`src/hw/rtl/sobel_edge_magnitude_unit_assert.svh`:
```
// Assertion macros for the Sobel edge magnitude unit.
// Included by the top level; the macros use its clk and arst_n.
`ifndef SOBEL_EDGE_MAGNITUDE_UNIT_ASSERT_SVH
`define SOBEL_EDGE_MAGNITUDE_UNIT_ASSERT_SVH

// Same-cycle implication, disabled during reset.
`define SEM_ASSERT_IMP(label, ante, cons, msg) \
	label: assert property (@(posedge clk) disable iff (!arst_n) (ante) |-> (cons)) \
		else $error(msg);

// Next-cycle implication, disabled during reset.
`define SEM_ASSERT_NXT(label, ante, cons, msg) \
	label: assert property (@(posedge clk) disable iff (!arst_n) (ante) |=> (cons)) \
		else $error(msg);

`endif

```
`src/hw/rtl/sem_pkg.sv`:
```
// Shared types and constants for the Sobel edge magnitude unit.
// No dependencies; used by every module of the block.
`default_nettype none

package sem_pkg;

	localparam int MAX_LINE     = 4096;
	localparam int HEIGHT_LIMIT = 4096;
	localparam int PIX_W        = 8;
	localparam int CFG_W        = 13;
	localparam int IDX_W        = 2;
	localparam int COL_W        = $clog2(MAX_LINE);
	localparam int ROW_W        = $clog2(HEIGHT_LIMIT);
	localparam int DIM_W        = (CFG_W > COL_W + 1) ? CFG_W : COL_W + 1;

	localparam logic [IDX_W-1:0] REG_LINE_WIDTH   = IDX_W'(0);
	localparam logic [IDX_W-1:0] REG_FRAME_HEIGHT = IDX_W'(1);

	localparam logic [CFG_W-1:0] LINE_WIDTH_RST   = CFG_W'(640);
	localparam logic [CFG_W-1:0] FRAME_HEIGHT_RST = CFG_W'(480);

	typedef struct packed {
		logic [PIX_W-1:0] top;
		logic [PIX_W-1:0] mid;
		logic [PIX_W-1:0] bot;
	} column_t;

	typedef struct packed {
		column_t left;
		column_t center;
		column_t right;
	} window_t;

	// Line memory word: pixel two rows up, pixel one row up.
	typedef struct packed {
		logic [PIX_W-1:0] upper;
		logic [PIX_W-1:0] middle;
	} line_pair_t;

endpackage

`default_nettype wire

```
`src/hw/rtl/sem_grad.sv`:
```
// Sobel gradient and saturated L1 magnitude over a 3x3 window.
// Depends on sem_pkg for the window type.
`default_nettype none

module sem_grad (
	input  wire sem_pkg::window_t            win,
	output logic [sem_pkg::PIX_W-1:0]        mag
);

	localparam int GW = sem_pkg::PIX_W + 3;

	logic signed [GW-1:0] gx, gy;
	logic        [GW-2:0] ax, ay;
	logic        [GW-1:0] sum;

	function automatic logic signed [GW-1:0] ext1(input logic [sem_pkg::PIX_W-1:0] p);
		return $signed({3'b000, p});
	endfunction

	function automatic logic signed [GW-1:0] ext2(input logic [sem_pkg::PIX_W-1:0] p);
		return $signed({2'b00, p, 1'b0});
	endfunction

	always_comb begin
		gx = (ext1(win.right.top) - ext1(win.left.top))
		   + (ext2(win.right.mid) - ext2(win.left.mid))
		   + (ext1(win.right.bot) - ext1(win.left.bot));
		gy = (ext1(win.left.bot) - ext1(win.left.top))
		   + (ext2(win.center.bot) - ext2(win.center.top))
		   + (ext1(win.right.bot) - ext1(win.right.top));
		ax  = gx[GW-1] ? (GW-1)'(-gx) : gx[GW-2:0];
		ay  = gy[GW-1] ? (GW-1)'(-gy) : gy[GW-2:0];
		sum = {1'b0, ax} + {1'b0, ay};
		if (sum > GW'(255)) begin
			mag = '1;
		end else begin
			mag = sum[sem_pkg::PIX_W-1:0];
		end
	end

endmodule

`default_nettype wire
```
`config.mk`:
```
export PLATFORM = sky130hd
export DESIGN_NAME = sem_grad
export DESIGN_NICKNAME = d
export VERILOG_FILES = /design/src/hw/rtl/sobel_edge_magnitude_unit_assert.svh /design/src/hw/rtl/sem_pkg.sv /design/src/hw/rtl/sem_grad.sv
export SDC_FILE = /design/constraint.sdc
export NUM_CORES = 1
export LEC_CHECK = 0
export ABC_AREA = 1
export CORE_UTILIZATION = 55
export DETAILED_ROUTE_END_ITERATION = 10
export DONT_BUFFER_PORTS = 1
export PLACE_DENSITY = 0.77
export SLEW_MARGIN = 0
export SYNTH_ARGS = -nofsm -noshare
export SYNTH_HDL_FRONTEND = slang
export SYNTH_SLANG_ARGS = --single-unit
```
`constraint.sdc`:
```
create_clock -name vclk -period 8.5
set_input_delay 1.275 -clock vclk [all_inputs]
set_output_delay 1.275 -clock vclk [all_outputs]
set_load 0.005 [all_outputs]
```
[After elaboration in Yosys (flattened, before gate mapping)]
Index checks and enable logic that the tools add are counted.
Storage, ports and cells
  register bits: 0
  input port bits: 72
Cells by class
  $add $sub $neg: 13
  magnitude comparators: 1
  muxes and demuxes: 3
Operators with widths (count)
  $sub 8x8->9: 4
  $add 11x9->11: 2
  $add 9x10->11: 2
  $mux 10: 2
  $neg 10->10: 2
  $sub 9x9->10: 2
  $add 10x10->11: 1
  $gt 11x8->1 const B: 1
  $mux 8: 1

[Longest topological paths before layout]
  depth in word-level cells: 8
  depth in mapped cells: 33
  depth with buffers taken out: 32

[Worst setup path before layout]
OpenSTA, ideal clock, no wires.
  path kind: input port to output port
  start point: input win[8] (netlist bit)
  end point: output mag[7] (netlist bit)
  arrival time: 5539 ps
  data required time: 7225 ps
  path slack: 1686 ps
  stages: 30
  path buffers: 1
  cell sequence: inv_1 > ha_1 > fa_1 > o211ai_1 > nand2_1 > a21oi_1 > nor2_1 > xor2_1 > fa_1 > inv_1 > ha_1 > nand2_1 > nor2_1 > nand3_1 > nand3_2 > nand2_2 > inv_4 > nor2_8 > buf_8 > nand2_1 > o21ai_1 > fa_1 > nand3_1 > nand3_1 > nand3_1 > nand2_1 > o21ai_0 > o211ai_1 > nor2_2 > nand2_1
Between the ends
  longest elaborated chain between the ends: 8
RTL lines
  start: declaration: RTL line sem_grad.sv:6  | input wire sem_pkg::window_t win,
  $sub 9x9->10 *: RTL line sem_grad.sv:26  | + (ext2(win.right.mid) - ext2(win.left.mid))
  $add 9x10->11 *: RTL line sem_grad.sv:26
  $add 11x9->11 *: RTL line sem_grad.sv:27  | + (ext1(win.right.bot) - ext1(win.left.bot));
  $neg 10->10: RTL line sem_grad.sv:31  | ax = gx[GW-1] ? (GW-1)'(-gx) : gx[GW-2:0];
  $mux 10 *: RTL line sem_grad.sv:31
  $add 10x10->11 *: RTL line sem_grad.sv:33  | sum = {1'b0, ax} + {1'b0, ay};
  $gt 11x8->1: RTL line sem_grad.sv:34  | if (sum > GW'(255)) begin
  $mux 8 *: RTL line sem_grad.sv:34
  end: declaration: RTL line sem_grad.sv:7  | output logic [sem_pkg::PIX_W-1:0] mag
Mark *: on every way between the ends. The rest lies on a longest branch, timed or not.

[Worst setup path in the final report]
  start point: input win[24] (netlist bit)
  end point: output mag[7] (netlist bit)
Between the ends
  longest elaborated chain between the ends: 8
RTL lines
  $sub 9x9->10 *: RTL line sem_grad.sv:29  | + (ext2(win.center.bot) - ext2(win.center.top))
  $add 9x10->11 *: RTL line sem_grad.sv:29
  $add 11x9->11 *: RTL line sem_grad.sv:30  | + (ext1(win.right.bot) - ext1(win.right.top));
  $neg 10->10: RTL line sem_grad.sv:32  | ay = gy[GW-1] ? (GW-1)'(-gy) : gy[GW-2:0];
  $mux 10 *: RTL line sem_grad.sv:32
  $add 10x10->11 *: RTL line sem_grad.sv:33
  $gt 11x8->1: RTL line sem_grad.sv:34
  $mux 8 *: RTL line sem_grad.sv:34
Marked as above.

==> flow_summary.json <==
{
  "hold_violations": 0,
  "drv_slew": 0,
  "start_util_pct": 56.9,
  "overflow": 0,
  "syn_area_per_cell_um2": 6.22,
  "rows": 33,
  "clkbuf_count": 0,
  "finalCritPeriodShare_pct": 85.8,
  "fin_crit_ns": 7.29,
  "coreArea_um2": 8220,
  "maxSlewHeadroom_pct": 68.8,
  "path_max_fanout": 15,
  "drtPass1Iterations": 6,
  "dpl.hpwl_um": 9390,
  "cp-start-kind": "input pin",
  "cts_hold_repair.buffers": 0,
  "seq_cells": 0,
  "tns_ns": 0,
  "synth.yosys.seq_area_share_pct": 0,
  "finalSetupViolations": 0,
  "final_layout_size_suffix_gt1_share_pct": 3.61,
  "grt_pass1_wl_um": 17600,
  "cp.required_ns": 7.22,
  "worstSetupPathType": "in2out",
  "grt_pass1_vias": 4303,
  "die_h_um": 94.2,
  "seq_area_um2": 0,
  "yosys_warnings": 0,
  "synth_compound_area_share_pct": 13.0,
  "ys_types": 36,
  "final_area_um2": 4760,
  "synth_xor_area_share_pct": 9.69,
  "first_iter_violations": 217,
  "fmax_ghz": 0.137,
  "synth_cells": 752,
  "drtAntennaViolNets": 0,
  "post_dp_cell_area_um2": 4760,
  "dieArea_um2": 8870,
  "arrival_ns": 6.01,
  "synthesis.area_um2": 4670,
  "fill_cells": 846,
  "synth_simple_gate_area_share_pct": 27.0,
  "grt_use_total_pct": 24.0,
  "slowest_stage": "fa_1",
  "rsz0062_at_grt": "false",
  "area_delta_synth_final_pct": 1.85,
  "routedWlPerCell_um": 12.0,
  "fin_nets": 929,
  "io_pins": 80,
  "ys_top_cells_by_area": "ha_1 21%, inv_1 16%, nand2_1 13%, fa_1 12%, xor2_1 6.2%",
  "worst_slew_pin_slew_ns": 0.464,
  "cts_resized": 0,
  "synthesis.nets": 931,
  "antennaDiodeCount": 0,
  "grt_max_degree": 17,
  "die_w_um": 94.2,
  "startpoint": "win[24]",
  "synth_area_leader_cell": "ha_1",
  "synthMuxAreaShare_pct": 0,
  "hp-class": "in2out",
  "antenna_found_initial": 0,
  "wl_um": 10300,
  "synth_top_family_by_area": "adder cells",
  "portBuffers": 0,
  "status": "finished, final reports clean",
  "multi_input_area_um2": 3860,
  "cp_slowest_stage_delay_ns": 0.51,
  "num_vias": 4499,
  "netlist.area_leader.share_pct": 21.4,
  "drv_cap": 0,
  "hp-start": "win[48]",
  "post-route-drc-count": 0,
  "synth_fa_ha_area_share_pct": 33.0,
  "cts_setup_buffers": 0,
  "cp-end-kind": "output pin",
  "vias_per_cell": 5.27,
  "gp_congestion": 0.941
}
==> cells in the final DEF (no fill, tap or decap) <==
| master | Yosys | layout |
|---|---|---|
| inv_1 | 197 | 197 |
| nand2_1 | 156 | 156 |
| ha_1 | 80 | 80 |
| nand3_1 | 53 | 53 |
| a21oi_1 | 47 | 47 |
| xor2_1 | 33 | 33 |
| o21ai_0 | 29 | 29 |
| nor2_1 | 27 | 27 |
| fa_1 | 27 | 27 |
| nand4_1 | 16 | 16 |
| xnor2_1 | 15 | 15 |
| nor3_1 | 9 | 9 |
| nand2_2 | 7 | 7 |
| o21ai_1 | 7 | 7 |
| o311ai_0 | 6 | 6 |
| a221oi_1 | 4 | 4 |
| and2_1 | 4 | 4 |
| o211ai_1 | 4 | 4 |
| inv_2 | 4 | 4 |
| nand3_2 | 4 | 4 |
| o21bai_1 | 3 | 3 |
| a21oi_2 | 2 | 2 |
| xor2_2 | 2 | 2 |
| o21ai_2 | 2 | 2 |
| nor2_2 | 2 | 2 |
| o221ai_1 | 1 | 1 |
| nor2_4 | 1 | 1 |
| inv_4 | 1 | 1 |
| nor2_8 | 1 | 1 |
| clkinv_1 | 1 | 1 |
| nand3b_1 | 1 | 1 |
| or2_2 | 1 | 1 |
| a21o_1 | 1 | 1 |
==> cell families after synthesis <==
| kind of cell | count (synthesis) |
|---|---|
| fa+ha+maj | 107 |
| simple gates | 282 |
| compound gates | 106 |
| buf+inv | 207 |
| xor+xnor | 50 |
==> final cells by class <==
cell class / count / area share (%)
inverter: 203 / 16.1
tap: 105 / 2.76
multi-input combinational: 545 / 81.2
==> metal layers <==
metal / GRT usage, % / wire [µm] / part of all wire [%] / vias up
met3: 2.67 / 552 / 5.4 / 8
met2: 43.7 / 4790 / 47 / 119
met5: 0 / 0 / 0 / -
met1: 30.7 / 4800 / 47 / 2004
li1: - / - / - / 2368
met4: 3.33 / 129 / 1.3 / 0
==> metrics by stage <==
stage,cells,hold slack [ns],util [%],setup slack [ns]
3_5_place_dp,853,3.19,57.9,1.20
4_1_cts,853,3.19,57.9,1.19
5_1_grt,853,3.24,57.9,0.657
3_3_place_gp,853,3.17,57.9,1.26
2_1_floorplan,752,3.13,-,1.69
6_report,853,3.18,57.9,1.21
==> worst max-delay path: cells and delay by family <==
family / cells / cell delay, ns
buffers and inverters: 3 / 0.12
adders and majority gates: 5 / 1.89
AOI/OAI and AO/OA: 8 / 1.11
xor gates and xnor gates: 1 / 0.12
and+or+nand+nor: 10 / 1.51
==> synth_stat cells (4+ instances only) <==
| cell type | n |
|---|---|
| fa_1 | 27 |
| nand2_1 | 156 |
| nand4_1 | 16 |
| nand2_2 | 7 |
| and2_1 | 4 |
| o311ai_0 | 6 |
| o21ai_0 | 29 |
| nand3_1 | 53 |
| nor2_1 | 27 |
| a21oi_1 | 47 |
| o21ai_1 | 7 |
| o211ai_1 | 4 |
| nor3_1 | 9 |
| xor2_1 | 33 |
| inv_2 | 4 |
| ha_1 | 80 |
| inv_1 | 197 |
| nand3_2 | 4 |
| a221oi_1 | 4 |
| xnor2_1 | 15 |
==> worst paths after layout <==
path,to,slack [ns],depth (start not counted)
worst max-delay path,mag[7],1.21,27
worst min-delay path,mag[0],3.18,6
Power is not shown: default switching activity piles up to over one toggle a cycle in this logic, so the estimate is an artifact.
